**src/sv/bsd_pkg.sv**
```systemverilog
// Package for the block standard deviation unit.
// Holds shared constants, the back-end state type and the queue status struct.
// No dependencies.
`default_nettype none

package bsd_pkg;

   localparam int BLOCK_LEN_DEFAULT = 16;
   localparam int SAMPLE_W          = 8;
   localparam int RESULT_W          = 16;
   localparam int QUEUE_DEPTH       = 2;
   localparam int QPTR_W            = $clog2(QUEUE_DEPTH);
   localparam int QCNT_W            = $clog2(QUEUE_DEPTH + 1);

   // back-end sequencer, one-hot
   typedef enum logic [9:0] {
      ST_IDLE  = 10'b0000000001,
      ST_DIV_M = 10'b0000000010,
      ST_REM_M = 10'b0000000100,
      ST_MUL   = 10'b0000001000,
      ST_SUB   = 10'b0000010000,
      ST_DIV_V = 10'b0000100000,
      ST_REM_V = 10'b0001000000,
      ST_FRAC  = 10'b0010000000,
      ST_SQRT  = 10'b0100000000,
      ST_DONE  = 10'b1000000000
   } back_state_type;

   typedef struct packed {
      logic full;
      logic empty;
   } q_status_type;

endpackage

`default_nettype wire

```
**src/sv/bsd_front.sv**
```systemverilog
// Front end of the block standard deviation unit: accepts samples and
// accumulates the block sum and sum of squares. Depends on bsd_pkg.
`default_nettype none

module bsd_front
   import bsd_pkg::*;
#(
   parameter int BLOCK_LEN = BLOCK_LEN_DEFAULT,
   parameter int SUM_W     = $clog2(255 * BLOCK_LEN + 1),
   parameter int SQ_W      = $clog2(65025 * BLOCK_LEN + 1)
) (
   input  wire logic                clock,
   input  wire logic                reset,
   input  wire logic                req_valid,
   output      logic                req_stall,
   input  wire logic [SAMPLE_W-1:0] req_sample,
   input  wire q_status_type        q_status,
   output      logic                q_push,
   output      logic [SUM_W-1:0]    q_sum,
   output      logic [SQ_W-1:0]     q_sq
);

   localparam int CNT_W = $clog2(BLOCK_LEN);

   logic [CNT_W-1:0]  cnt_ff, cnt_in;
   logic [SUM_W-1:0]  sum_ff, sum_in;
   logic [SQ_W-1:0]   sq_ff, sq_in;
   logic [15:0]       square;
   logic              last;
   logic              accept;

   assign last      = (cnt_ff == CNT_W'(BLOCK_LEN - 1));
   // stall only the closing sample of a block when the queue has no room
   assign req_stall = last && q_status.full;
   assign accept    = req_valid && !req_stall;
   assign square    = 16'(req_sample) * 16'(req_sample);

   assign q_sum  = sum_ff + SUM_W'(req_sample);
   assign q_sq   = sq_ff + SQ_W'(square);
   assign q_push = accept && last;

   always_comb begin
      cnt_in = cnt_ff;
      sum_in = sum_ff;
      sq_in  = sq_ff;
      if (accept) begin
         if (last) begin
            cnt_in = '0;
            sum_in = '0;
            sq_in  = '0;
         end else begin
            cnt_in = cnt_ff + CNT_W'(1);
            sum_in = q_sum;
            sq_in  = q_sq;
         end
      end
   end

   always_ff @(posedge clock) begin
      if (reset) begin
         cnt_ff <= '0;
         sum_ff <= '0;
         sq_ff  <= '0;
      end else begin
         cnt_ff <= cnt_in;
         sum_ff <= sum_in;
         sq_ff  <= sq_in;
      end
   end

endmodule

`default_nettype wire

```
**src/sv/bsd_queue.sv**
```systemverilog
// Two-entry transaction queue between the front and back ends.
// Depends on bsd_pkg.
`default_nettype none

module bsd_queue
   import bsd_pkg::*;
#(
   parameter int DATA_W = 32
) (
   input  wire logic              clock,
   input  wire logic              reset,
   input  wire logic              push,
   input  wire logic [DATA_W-1:0] push_data,
   input  wire logic              pop,
   output      logic [DATA_W-1:0] pop_data,
   output      q_status_type      status
);

   logic [DATA_W-1:0] data_ff [QUEUE_DEPTH];
   logic [QPTR_W-1:0] wr_ptr_ff, wr_ptr_in;
   logic [QPTR_W-1:0] rd_ptr_ff, rd_ptr_in;
   logic [QCNT_W-1:0] count_ff, count_in;

   assign status.full  = (count_ff == QCNT_W'(QUEUE_DEPTH));
   assign status.empty = (count_ff == '0);
   assign pop_data     = data_ff[rd_ptr_ff];

   always_comb begin
      wr_ptr_in = push ? wr_ptr_ff + QPTR_W'(1) : wr_ptr_ff;
      rd_ptr_in = pop ? rd_ptr_ff + QPTR_W'(1) : rd_ptr_ff;
      count_in  = count_ff;
      if (push && !pop) begin
         count_in = count_ff + QCNT_W'(1);
      end else if (pop && !push) begin
         count_in = count_ff - QCNT_W'(1);
      end
   end

   always_ff @(posedge clock) begin
      if (push) begin
         data_ff[wr_ptr_ff] <= push_data;
      end
   end

   always_ff @(posedge clock) begin
      if (reset) begin
         wr_ptr_ff <= '0;
         rd_ptr_ff <= '0;
         count_ff  <= '0;
      end else begin
         wr_ptr_ff <= wr_ptr_in;
         rd_ptr_ff <= rd_ptr_in;
         count_ff  <= count_in;
      end
   end

endmodule

`default_nettype wire

```
**src/sv/bsd_back.sv**
```systemverilog
// Back end of the block standard deviation unit: reciprocal-multiply division
// by BLOCK_LEN, one multiply, digit-serial square root and the result register.
// Depends on bsd_pkg.
`default_nettype none

module bsd_back
   import bsd_pkg::*;
#(
   parameter int BLOCK_LEN = BLOCK_LEN_DEFAULT,
   parameter int SUM_W     = $clog2(255 * BLOCK_LEN + 1),
   parameter int SQ_W      = $clog2(65025 * BLOCK_LEN + 1)
) (
   input  wire logic                clock,
   input  wire logic                reset,
   input  wire q_status_type        q_status,
   input  wire logic [SUM_W-1:0]    q_sum,
   input  wire logic [SQ_W-1:0]     q_sq,
   output      logic                q_pop,
   output      logic                rsp_valid,
   input  wire logic                rsp_stall,
   output      logic [RESULT_W-1:0] rsp_std_dev_q8_8
);

   localparam int LOGN   = $clog2(BLOCK_LEN);
   localparam int XW     = (SQ_W > LOGN + 16) ? SQ_W : LOGN + 16;
   localparam int KSH    = XW + LOGN;
   localparam int MW     = XW + 1;
   localparam int PRW    = XW + MW;
   localparam int DIV_W  = SQ_W + 16;
   localparam int RT_W   = (DIV_W + 1) / 2;
   localparam int RAD_W  = 2 * RT_W;
   localparam int PW     = 2 * SUM_W + 1;
   localparam int STEP_W = $clog2(RT_W);
   // ceil(2^KSH / BLOCK_LEN): exact floor division for any dividend below 2^XW
   localparam logic [MW-1:0] RECIP =
      MW'(((64'd1 << KSH) + 64'(BLOCK_LEN) - 64'd1) / 64'(BLOCK_LEN));

   back_state_type      state_ff, state_in;
   logic [STEP_W-1:0]   step_ff, step_in;
   logic [XW-1:0]       div_x_ff, div_x_in;
   logic [XW-1:0]       quo_ff, quo_in;
   logic [LOGN-1:0]     rem_ff, rem_in;
   logic [SUM_W-1:0]    sum_ff, sum_in;
   logic [SQ_W-1:0]     sq_ff, sq_in;
   logic [PW-1:0]       prod_ff, prod_in;
   logic [RAD_W-1:0]    rad_ff, rad_in;
   logic [RT_W-1:0]     root_ff, root_in;
   logic [RT_W:0]       srem_ff, srem_in;
   logic [RESULT_W-1:0] rsp_ff, rsp_in;

   // divide by BLOCK_LEN
   logic [PRW-1:0]      div_prod;
   logic [XW-1:0]       div_q;
   logic [XW-1:0]       div_back;
   logic [XW-1:0]       rem_full;
   // square root step
   logic [RT_W+2:0]     sq_t;
   logic [RT_W+2:0]     sq_trial;
   logic                sq_ge;
   // deviation sum
   logic [SUM_W:0]      sum_rem;
   logic [PW-1:0]       dev_full;

   assign div_prod = PRW'(div_x_ff) * PRW'(RECIP);
   assign div_q    = XW'(div_prod >> KSH);
   assign div_back = quo_ff * XW'(BLOCK_LEN);
   assign rem_full = div_x_ff - div_back;

   assign sq_t     = {srem_ff, rad_ff[RAD_W-1 -: 2]};
   assign sq_trial = (RT_W + 3)'({root_ff, 2'b01});
   assign sq_ge    = (sq_t >= sq_trial);

   assign sum_rem  = (SUM_W + 1)'(sum_ff) + (SUM_W + 1)'(rem_ff);
   assign dev_full = PW'(sq_ff) - prod_ff;

   assign q_pop            = (state_ff == ST_IDLE) && !q_status.empty;
   assign rsp_valid        = (state_ff == ST_DONE);
   assign rsp_std_dev_q8_8 = rsp_ff;

   always_comb begin
      state_in = state_ff;
      step_in  = step_ff;
      div_x_in = div_x_ff;
      quo_in   = quo_ff;
      rem_in   = rem_ff;
      sum_in   = sum_ff;
      sq_in    = sq_ff;
      prod_in  = prod_ff;
      rad_in   = rad_ff;
      root_in  = root_ff;
      srem_in  = srem_ff;
      rsp_in   = rsp_ff;
      case (state_ff)
         ST_IDLE: begin
            if (!q_status.empty) begin
               sum_in   = q_sum;
               sq_in    = q_sq;
               div_x_in = XW'(q_sum);
               state_in = ST_DIV_M;
            end
         end
         ST_DIV_M: begin
            quo_in   = div_q;
            state_in = ST_REM_M;
         end
         ST_REM_M: begin
            rem_in   = rem_full[LOGN-1:0];
            state_in = ST_MUL;
         end
         ST_MUL: begin
            // T = Q - m * (S + r), with m the mean and r the remainder
            prod_in  = PW'(quo_ff[SUM_W-1:0]) * PW'(sum_rem);
            state_in = ST_SUB;
         end
         ST_SUB: begin
            div_x_in = XW'(dev_full[SQ_W-1:0]);
            state_in = ST_DIV_V;
         end
         ST_DIV_V: begin
            quo_in   = div_q;
            state_in = ST_REM_V;
         end
         ST_REM_V: begin
            // fraction bits come from the remainder scaled by 2^16
            div_x_in = XW'({rem_full[LOGN-1:0], 16'h0000});
            state_in = ST_FRAC;
         end
         ST_FRAC: begin
            rad_in   = RAD_W'({quo_ff[SQ_W-1:0], div_q[15:0]});
            root_in  = '0;
            srem_in  = '0;
            step_in  = '0;
            state_in = ST_SQRT;
         end
         ST_SQRT: begin
            rad_in  = rad_ff << 2;
            step_in = step_ff + STEP_W'(1);
            if (sq_ge) begin
               srem_in = (RT_W + 1)'(sq_t - sq_trial);
               root_in = {root_ff[RT_W-2:0], 1'b1};
            end else begin
               srem_in = sq_t[RT_W:0];
               root_in = {root_ff[RT_W-2:0], 1'b0};
            end
            if (step_ff == STEP_W'(RT_W - 1)) begin
               // saturate to the result width
               if (root_in > RT_W'(2 ** RESULT_W - 1)) begin
                  rsp_in = '1;
               end else begin
                  rsp_in = root_in[RESULT_W-1:0];
               end
               state_in = ST_DONE;
            end
         end
         ST_DONE: begin
            if (!rsp_stall) begin
               state_in = ST_IDLE;
            end
         end
         default: begin
            state_in = ST_IDLE;
         end
      endcase
   end

   always_ff @(posedge clock) begin
      if (reset) begin
         state_ff <= ST_IDLE;
         step_ff  <= '0;
      end else begin
         state_ff <= state_in;
         step_ff  <= step_in;
      end
   end

   always_ff @(posedge clock) begin
      div_x_ff <= div_x_in;
      quo_ff   <= quo_in;
      rem_ff   <= rem_in;
      sum_ff   <= sum_in;
      sq_ff    <= sq_in;
      prod_ff  <= prod_in;
      rad_ff   <= rad_in;
      root_ff  <= root_in;
      srem_ff  <= srem_in;
      rsp_ff   <= rsp_in;
   end

endmodule

`default_nettype wire

```
**src/sv/block_standard_deviation.sv**
```systemverilog
// Block standard deviation: one byte sample per cycle into the accumulator, except
// that the closing sample of a block stalls while the queue is full. The back end
// runs divide, remainder, multiply, subtract, divide, remainder and fraction steps,
// the square-root digits and a result state; a two-entry queue parts both ends.
// Synchronous active-high reset clears counts, sums, queue pointers and the sequencer.
`default_nettype none

module block_standard_deviation
   import bsd_pkg::*;
#(
   parameter int BLOCK_LEN = BLOCK_LEN_DEFAULT
) (
   input  wire logic                clock,
   input  wire logic                reset,
   input  wire logic                req_valid,
   output      logic                req_stall,
   input  wire logic [SAMPLE_W-1:0] req_sample,
   output      logic                rsp_valid,
   input  wire logic                rsp_stall,
   output      logic [RESULT_W-1:0] rsp_std_dev_q8_8
);

   localparam int SUM_W = $clog2(255 * BLOCK_LEN + 1);
   localparam int SQ_W  = $clog2(65025 * BLOCK_LEN + 1);
   localparam int QW    = SUM_W + SQ_W;

   q_status_type     q_status;
   logic             q_push;
   logic             q_pop;
   logic [SUM_W-1:0] push_sum;
   logic [SQ_W-1:0]  push_sq;
   logic [QW-1:0]    pop_data;

   bsd_front #(
      .BLOCK_LEN(BLOCK_LEN),
      .SUM_W    (SUM_W),
      .SQ_W     (SQ_W)
   ) u_front (
      .clock     (clock),
      .reset     (reset),
      .req_valid (req_valid),
      .req_stall (req_stall),
      .req_sample(req_sample),
      .q_status  (q_status),
      .q_push    (q_push),
      .q_sum     (push_sum),
      .q_sq      (push_sq)
   );

   bsd_queue #(
      .DATA_W(QW)
   ) u_queue (
      .clock    (clock),
      .reset    (reset),
      .push     (q_push),
      .push_data({push_sum, push_sq}),
      .pop      (q_pop),
      .pop_data (pop_data),
      .status   (q_status)
   );

   bsd_back #(
      .BLOCK_LEN(BLOCK_LEN),
      .SUM_W    (SUM_W),
      .SQ_W     (SQ_W)
   ) u_back (
      .clock           (clock),
      .reset           (reset),
      .q_status        (q_status),
      .q_sum           (pop_data[QW-1:SQ_W]),
      .q_sq            (pop_data[SQ_W-1:0]),
      .q_pop           (q_pop),
      .rsp_valid       (rsp_valid),
      .rsp_stall       (rsp_stall),
      .rsp_std_dev_q8_8(rsp_std_dev_q8_8)
   );

   // never write a full queue
   a_no_overflow: assert property (@(posedge clock) disable iff (reset)
      !(q_push && q_status.full))
      else $error("queue written while full");

   // never pop an empty queue
   a_no_underflow: assert property (@(posedge clock) disable iff (reset)
      !(q_pop && q_status.empty))
      else $error("queue popped while empty");

   // a delivered result is not shown again without a new computation
   a_single_result: assert property (@(posedge clock) disable iff (reset)
      (rsp_valid && !rsp_stall) |=> !rsp_valid)
      else $error("result repeated");

   // a block taken by the back end cannot finish in the next cycle
   a_pop_then_busy: assert property (@(posedge clock) disable iff (reset)
      q_pop |=> !rsp_valid)
      else $error("result too early after pop");

endmodule

`default_nettype wire

```
**config.mk**
```make
export PLATFORM = sky130hd
export DESIGN_NAME = block_standard_deviation
export DESIGN_NICKNAME = d
export VERILOG_FILES = /design/src/sv/bsd_pkg.sv /design/src/sv/bsd_front.sv /design/src/sv/bsd_queue.sv /design/src/sv/bsd_back.sv /design/src/sv/block_standard_deviation.sv
export SDC_FILE = /design/constraint.sdc
export NUM_CORES = 1
export LEC_CHECK = 0
export BUFFER_PORTS_ARGS = -buffer_cell sky130_fd_sc_hd__buf_4
export CAP_MARGIN = 20
export CELL_PAD_IN_SITES_DETAIL_PLACEMENT = 0
export CELL_PAD_IN_SITES_GLOBAL_PLACEMENT = 2
export CORE_MARGIN = 3
export CORE_UTILIZATION = 43
export CTS_BUF_LIST = sky130_fd_sc_hd__clkbuf_16
export CTS_CLUSTER_SIZE = 16
export DETAILED_ROUTE_END_ITERATION = 12
export HOLD_SLACK_MARGIN = 0.1
export PLACE_DENSITY = 0.8
export SLEW_MARGIN = 40
export SYNTH_ARGS = -nofsm -noshare
export SYNTH_HDL_FRONTEND = slang
export SYNTH_SLANG_ARGS = --single-unit
```
**constraint.sdc**
```tcl
create_clock -name clock -period 7.3 [get_ports clock]
set_clock_uncertainty 0.2 [all_clocks]
set_input_delay 0 -clock clock [delete_from_list [all_inputs] [get_ports clock]]
set_output_delay 0 -clock clock [all_outputs]
set_load 0.05 [all_outputs]
```
==> impl_metrics.tcl, run 1 <==
set metrics [dict create \
    critical_path_class "flip-flop to flip-flop" \
    yosysMostFrequentCell "inv_1" \
    viasPerCell 5.15 \
    finish.net_count 2252 \
    clock_path_buffers 3 \
    synth-warning-count 0 \
    num_io_pins 30 \
    synthCells 1917 \
    gr-usage-all-layers_pct 18.0 \
    slew_headroom_pct 45.5 \
    synth_common_cells "inv_1, edfxtp_1, nand2_1, fa_1, ha_1" \
    rows 78 \
    die_w_um 223 \
    cap_violations 0 \
    dr_total_vias 13305 \
    slowest_stage "fa_1" \
    drt_iter0_drc 688 \
    synth.distinct_cells 75 \
    core_um2 46000 \
    hpwl_um 31800 \
    grt_pass1_vias 13764 \
    setup_viol 0 \
    antenna_cells 0 \
    synth_top_area_cell "edfxtp_1" \
    max_stage_delay_ns 0.54 \
    cts_made_buffers 35 \
    finalHoldViolCount 0 \
    grt_max_degree 76 \
    synth_area_per_cell_um2 10.6 \
    drive_gt1_share_pct 8.01 \
    final_max_slew_viol_count 0 \
    io_buffer_count 29 \
    synthArstFlopShare_pct 0 \
    ys_seq_elements 301 \
    min_path_type "primary input to flip-flop" \
    cts-root-buf "clkbuf_16" \
    worst-path-buf-inv 6 \
    antenna_left 0 \
    area_growth_syn_to_layout_pct 10.7 \
    syn-cell-area_um2 20300 \
    status "finished clean" \
    required_ns 7.38 \
    drc_errors 0 \
    antenna_found_initial 0 \
    rsz0062_at_grt "no" \
    arrival_ns 6.95 \
    die_area_um2 49800 \
    wl_um 43000 \
    first_pass_iters 5 \
    synth_fp_nets 2209 \
    crit_family "adder cells" \
    synth_edf_count 245 \
    setup_tns_ns 0 \
    path_clk_slew_ns 0.06 \
    clk_latency_ns 0.53 \
    synth.area.top_cells "edfxtp_1, fa_1, ha_1" \
    ctsHtreeMaxLevel 2 \
    critPathLaunchType "flip-flop" \
    critPathMaxFanout 12 \
    initial_core_util_pct 44.1 \
    wl_per_cell_um 16.7 \
    die_h_um 223 \
    gp_congestion 0.813 \
    overflow 0 \
    clock.fmax_mhz 146 \
    ys_seq_area_share_pct 41.8 \
    synth_top_area_share_pct 36.3 \
    endpoint_kind "flip-flop" \
    synthFlopType "edfxtp_1" \
    worst_slew_pin_slew_ns 0.818 \
    min_period_ns 6.87 \
    clock-sinks 301 \
    tritoncts "built" \
    grt_pass1_wl_um 72400 \
    period_share_pct 94.1 \
]
timing repair:
| action | 4_1_cts | 5_1_grt |
|---|---|---|
| endpoints found under the hold margin | 82 | 0 |
| endpoints found under the setup margin | 0 | 1 |
| resized for setup | 0 | 3 |
| hold buffers | 18 | 0 |
| buffers inserted | 0 | 0 |
sequential cells by signal (all words and copies together), names as in the netlist, 12 cells and up, named ones only:
register                 count
u_back.sq_ff                20
u_back.rad_ff               36
u_back.srem_ff              19
u_back.div_x_ff             20
u_queue.data_ff             64
u_back.quo_ff               16
u_back.rsp_std_dev_q8_8     16
u_back.root_ff              18
u_front.sum_ff              12
u_back.prod_ff              20
u_back.sum_ff               12
u_front.sq_ff               20
cell usage in the layout (no fill, tap or decap), types with 6 or more instances in the layout:
master	Yosys	final
nand4_1	6	6
a21oi_1	63	62
inv_1	269	276
ha_1	136	136
or3_1	7	7
nand2b_1	20	20
o21ai_0	45	45
nand2_1	236	236
edfxtp_1	245	245
nor2_1	123	123
xnor2_1	67	65
a211oi_1	9	9
nor3_1	22	21
nand3_1	53	53
fa_1	144	144
buf_4	1	51
a31oi_1	6	6
o21bai_1	6	6
and2_1	75	75
clkbuf_16	0	35
o21a_1	12	12
dlygate4sd3_1	0	18
nor2b_1	21	21
mux2i_1	17	17
xor2_1	24	23
a21o_1	21	21
and3_1	14	14
a22oi_1	25	25
a311oi_1	6	6
dfxtp_1	56	56
clkinv_1	2	10
mux2_2	32	32
worst min-delay path, stage by stage:
cell and delay, ns:
dlygate4sd3_1 0.52, buf_4 0.10, nand2_1 0.07, nand2_1 0.08
a21oi_1 0.04
final timing paths:
kind	slack (ns)	to	start	cells past startpoint
worst min-delay path	0.13	u_back.state_ff[8]$_SDFFE_PP0P_	rsp_stall	5
worst max-delay path	0.43	u_back.prod_ff[19]$_DFFE_PP_	u_back.sum_ff[2]$_DFFE_PP_	25
worst max register to register	0.43	u_back.prod_ff[19]$_DFFE_PP_	u_back.sum_ff[2]$_DFFE_PP_	25
worst min register to register	0.24	u_back.quo_ff[3]$_DFFE_PP_	u_back.div_x_ff[7]$_DFFE_PP_	0
through the flow:
stage | setup WS (ns) | utilization [%] | std cells | hold WS [ns] | area (um^2)
3_5_place_dp | 0.302 | 46.1 | 2505 | 0.0523 | 21200
6_report | 0.430 | 48.9 | 2584 | 0.134 | 22500
3_3_place_gp | 0.250 | 46.1 | 2505 | 0.0405 | 21200
5_1_grt | 0.0274 | 48.9 | 2584 | 0.176 | 22500
2_1_floorplan | 0.656 | - | 1917 | -0.0593 | 20300
4_1_cts | 0.259 | 48.8 | 2584 | 0.104 | 22500
cells by family (layout without fill, tap and decap cells):
group / count (synthesis) / after routing / share of synthesized area (%)
multiplexers: 49 / 49 / 2.61
flip-flops: 301 / 301 / 41.8
adder cells (fa/ha/maj): 280 / 280 / 22.6
AO/OA/AOI/OAI: 244 / 244 / 8.21
buffers and inverters: 336 / 403 / 6.47
XOR/XNOR: 91 / 91 / 3.93
AND/OR/NAND/NOR: 616 / 616 / 14.4
routing by layer:
| metal | part of all wire (%) | track usage, % | routed length (um) |
|---|---|---|---|
| met5 | 0 | 0 | 0 |
| met1 | 47 | 24.7 | 20300 |
| met3 | 2.6 | 2.51 | 1110 |
| met2 | 48 | 30.5 | 20800 |
| met4 | 1.8 | 3.90 | 784 |
layout make-up:
type,count,area [um^2]
fill,4248,23500
sequential,301,8480
inverter,271,1020
multi-input combinational,1280,10600
tap,600,751
clock buffer,35,876
clock inverter,26,209
timing repair buffer,71,586
Power of run 1 is left out: the tool's default activity adds up to more than one toggle a clock period on the data nets, which glitch-free logic cannot reach.
==> run 2: changes to the inputs <==
--- a/config.mk
+++ b/config.mk
@@ -9,13 +9,14 @@
 export CAP_MARGIN = 20
 export CELL_PAD_IN_SITES_DETAIL_PLACEMENT = 0
 export CELL_PAD_IN_SITES_GLOBAL_PLACEMENT = 2
+export CORE_ASPECT_RATIO = 0.5
 export CORE_MARGIN = 3
 export CORE_UTILIZATION = 43
 export CTS_BUF_LIST = sky130_fd_sc_hd__clkbuf_16
 export CTS_CLUSTER_SIZE = 16
 export DETAILED_ROUTE_END_ITERATION = 12
 export HOLD_SLACK_MARGIN = 0.1
-export PLACE_DENSITY = 0.8
+export PLACE_DENSITY_LB_ADDON = 0.25
 export SLEW_MARGIN = 40
 export SYNTH_ARGS = -nofsm -noshare
 export SYNTH_HDL_FRONTEND = slang
==> constraint.sdc (replaced) <==
create_clock -name clock -period 6.5 [get_ports clock]
set_clock_uncertainty 0.2 [all_clocks]
set_input_delay 0 -clock clock [delete_from_list [all_inputs] [get_ports clock]]
set_output_delay 0 -clock clock [all_outputs]
set_load 0.05 [all_outputs]
==> run 2 against run 1 <==
Against the previous run: worst hold slack improved by 0.11 ns; via count fell by 0.20%; largest cell class unchanged; sequential share of layout area fell by 1.0 points; maximum frequency rose by 6.4%; die area rose by 0.32%; non-clock buffer count rose by 51.
==> impl_metrics.tcl, run 2 (synthesis gave the netlist of run 1 again) <==
set metrics [dict create \
    status "finished clean" \
    antenna_cells 0 \
    path_clk_slew_ns 0.07 \
    clock-sinks 301 \
    rows 55 \
    cap_violations 0 \
    period_share_pct 99.4 \
    nFillCells 4276 \
    num_io_pins 30 \
    wl_per_cell_um 16.4 \
    hpwl_um 32300 \
    critPathMaxFanout 4 \
    die_w_um 313 \
    antenna_found_initial 0 \
    worst_slew_pin_slew_ns 0.787 \
    die_h_um 160 \
    critical_path_class "flip-flop to flip-flop" \
    drc_errors 0 \
    arrival_ns 6.58 \
    clk_latency_ns 0.57 \
    path_cells "ha_2 > inv_2 > fa_2 > nand2b_4 > buf_6 > a211oi_2 > xor2_1 > nand2_1 > fa_1 > inv_1 > fa_1 > inv_2 > fa_1 > fa_1 > fa_1 > inv_2 > ha_4 > buf_6 > a311o_1 > o31a_1 > a31oi_4 > o21ai_2 > xnor2_1" \
    wl_um 43400 \
    clock.fmax_mhz 155 \
    critPathLaunchType "flip-flop" \
    min_period_ns 6.46 \
    worst-path-buf-inv 6 \
    first_pass_iters 5 \
    drive_gt1_share_pct 12.9 \
    required_ns 6.62 \
    grt_pass1_vias 13472 \
    tritoncts "built" \
    finalHoldViolCount 0 \
    largest_reg_flops 64 \
    min_path_type "primary input to flip-flop" \
    rr_worst_depth 23 \
    rsz0062_at_grt "yes" \
    grt_max_degree 76 \
    overflow 0 \
    grt_pass1_wl_um 72500 \
    hold_depth 3 \
    crit_top_cell "fa_1" \
    endpoint_kind "flip-flop" \
    die_area_um2 50000 \
    cts_made_buffers 29 \
    area_growth_syn_to_layout_pct 13.8 \
    cts-root-buf "clkbuf_16" \
    ctsHtreeMaxLevel 1 \
    crit_family "adder cells" \
    antenna_left 0 \
    final_common_cell "inv_1" \
    initial_core_util_pct 44.2 \
    top_regs "u_queue.data_ff x64, u_back.rad_ff x36" \
    finish.net_count 2297 \
    clock_path_buffers 3 \
    final_max_slew_viol_count 0 \
    setup_viol 0 \
    gp_congestion 0.806 \
    core_um2 45900 \
    io_buffer_count 29 \
    layout_common_cells "inv_1, edfxtp_1, nand2_1" \
    gr-usage-all-layers_pct 17.8 \
    largest_register "u_queue.data_ff" \
    worst-path-stages 23 \
    max_stage_delay_ns 0.54 \
    slowest_stage "fa_1" \
    slew_headroom_pct 47.5 \
    setup_tns_ns 0 \
    viasPerCell 5.00 \
    drt_iter0_drc 711 \
    dr_total_vias 13278 \
]
-- run 2: metrics by stage --
step / cells / utilization [%] / instance area [um^2] / hold slack [ns] / setup WS [ns]
2_1_floorplan: 1917 / - / 20300 / -0.0593 / 0.0186
3_3_place_gp: 2570 / 46.9 / 21500 / 0.0488 / -0.183
3_5_place_dp: 2570 / 46.9 / 21500 / 0.0589 / -0.247
4_1_cts: 2643 / 49.6 / 22700 / 0.208 / 0.00259
5_1_grt: 2654 / 50.3 / 23100 / 0.250 / -0.149
6_report: 2654 / 50.3 / 23100 / 0.239 / 0.0413
-- run 2: metal layers --
layer  track usage (%)  vias up  share of wire, %
li1                  -     6626                 -
met5                 0        -                 0
met1              26.7     6485                52
met2              28.4      129                45
met4              2.83        0               1.3
met3              2.09       38               2.5
-- run 2: what timing repair did --
item | in CTS | in global routing
pin swaps | 22 | 64
endpoints found under the setup margin | 6 | 6
endpoints found under the hold margin | 82 | 0
hold buffers | 16 | 0
setup buffers | 4 | 11
gates resized for setup | 12 | 51
-- run 2: worst min-delay path: stages --
cell           delay, ns
dlygate4sd3_1       0.52
buf_4               0.17
ha_1                0.19
-- run 2: path summary, 6_finish.rpt --
kind,start,endpoint,slack [ns]
worst max-delay path,u_back.rem_ff[0]$_DFFE_PP_,u_back.prod_ff[19]$_DFFE_PP_,0.04
worst min-delay path,req_sample[0],u_queue.data_ff[1][0]$_DFFE_PP_,0.24
worst max register to register,u_back.rem_ff[0]$_DFFE_PP_,u_back.prod_ff[19]$_DFFE_PP_,0.04
worst min register to register,u_back.div_x_ff[6]$_DFFE_PP_,u_back.quo_ff[2]$_DFFE_PP_,0.25
-- run 2: final cells by class --
| class | count | area [um^2] | share of cell area (%) |
|---|---|---|---|
| multi-input cells | 1280 | 10800 | 46.9 |
| flip-flops and latches | 301 | 8480 | 36.7 |
| inverters | 271 | 1020 | 4.42 |
| repair buffers | 122 | 987 | 4.28 |
| well taps | 627 | 785 | 3.40 |
| clock buffers | 29 | 726 | 3.14 |
| clock inverters | 24 | 256 | 1.11 |
Power of run 2 is left out for the same reason.
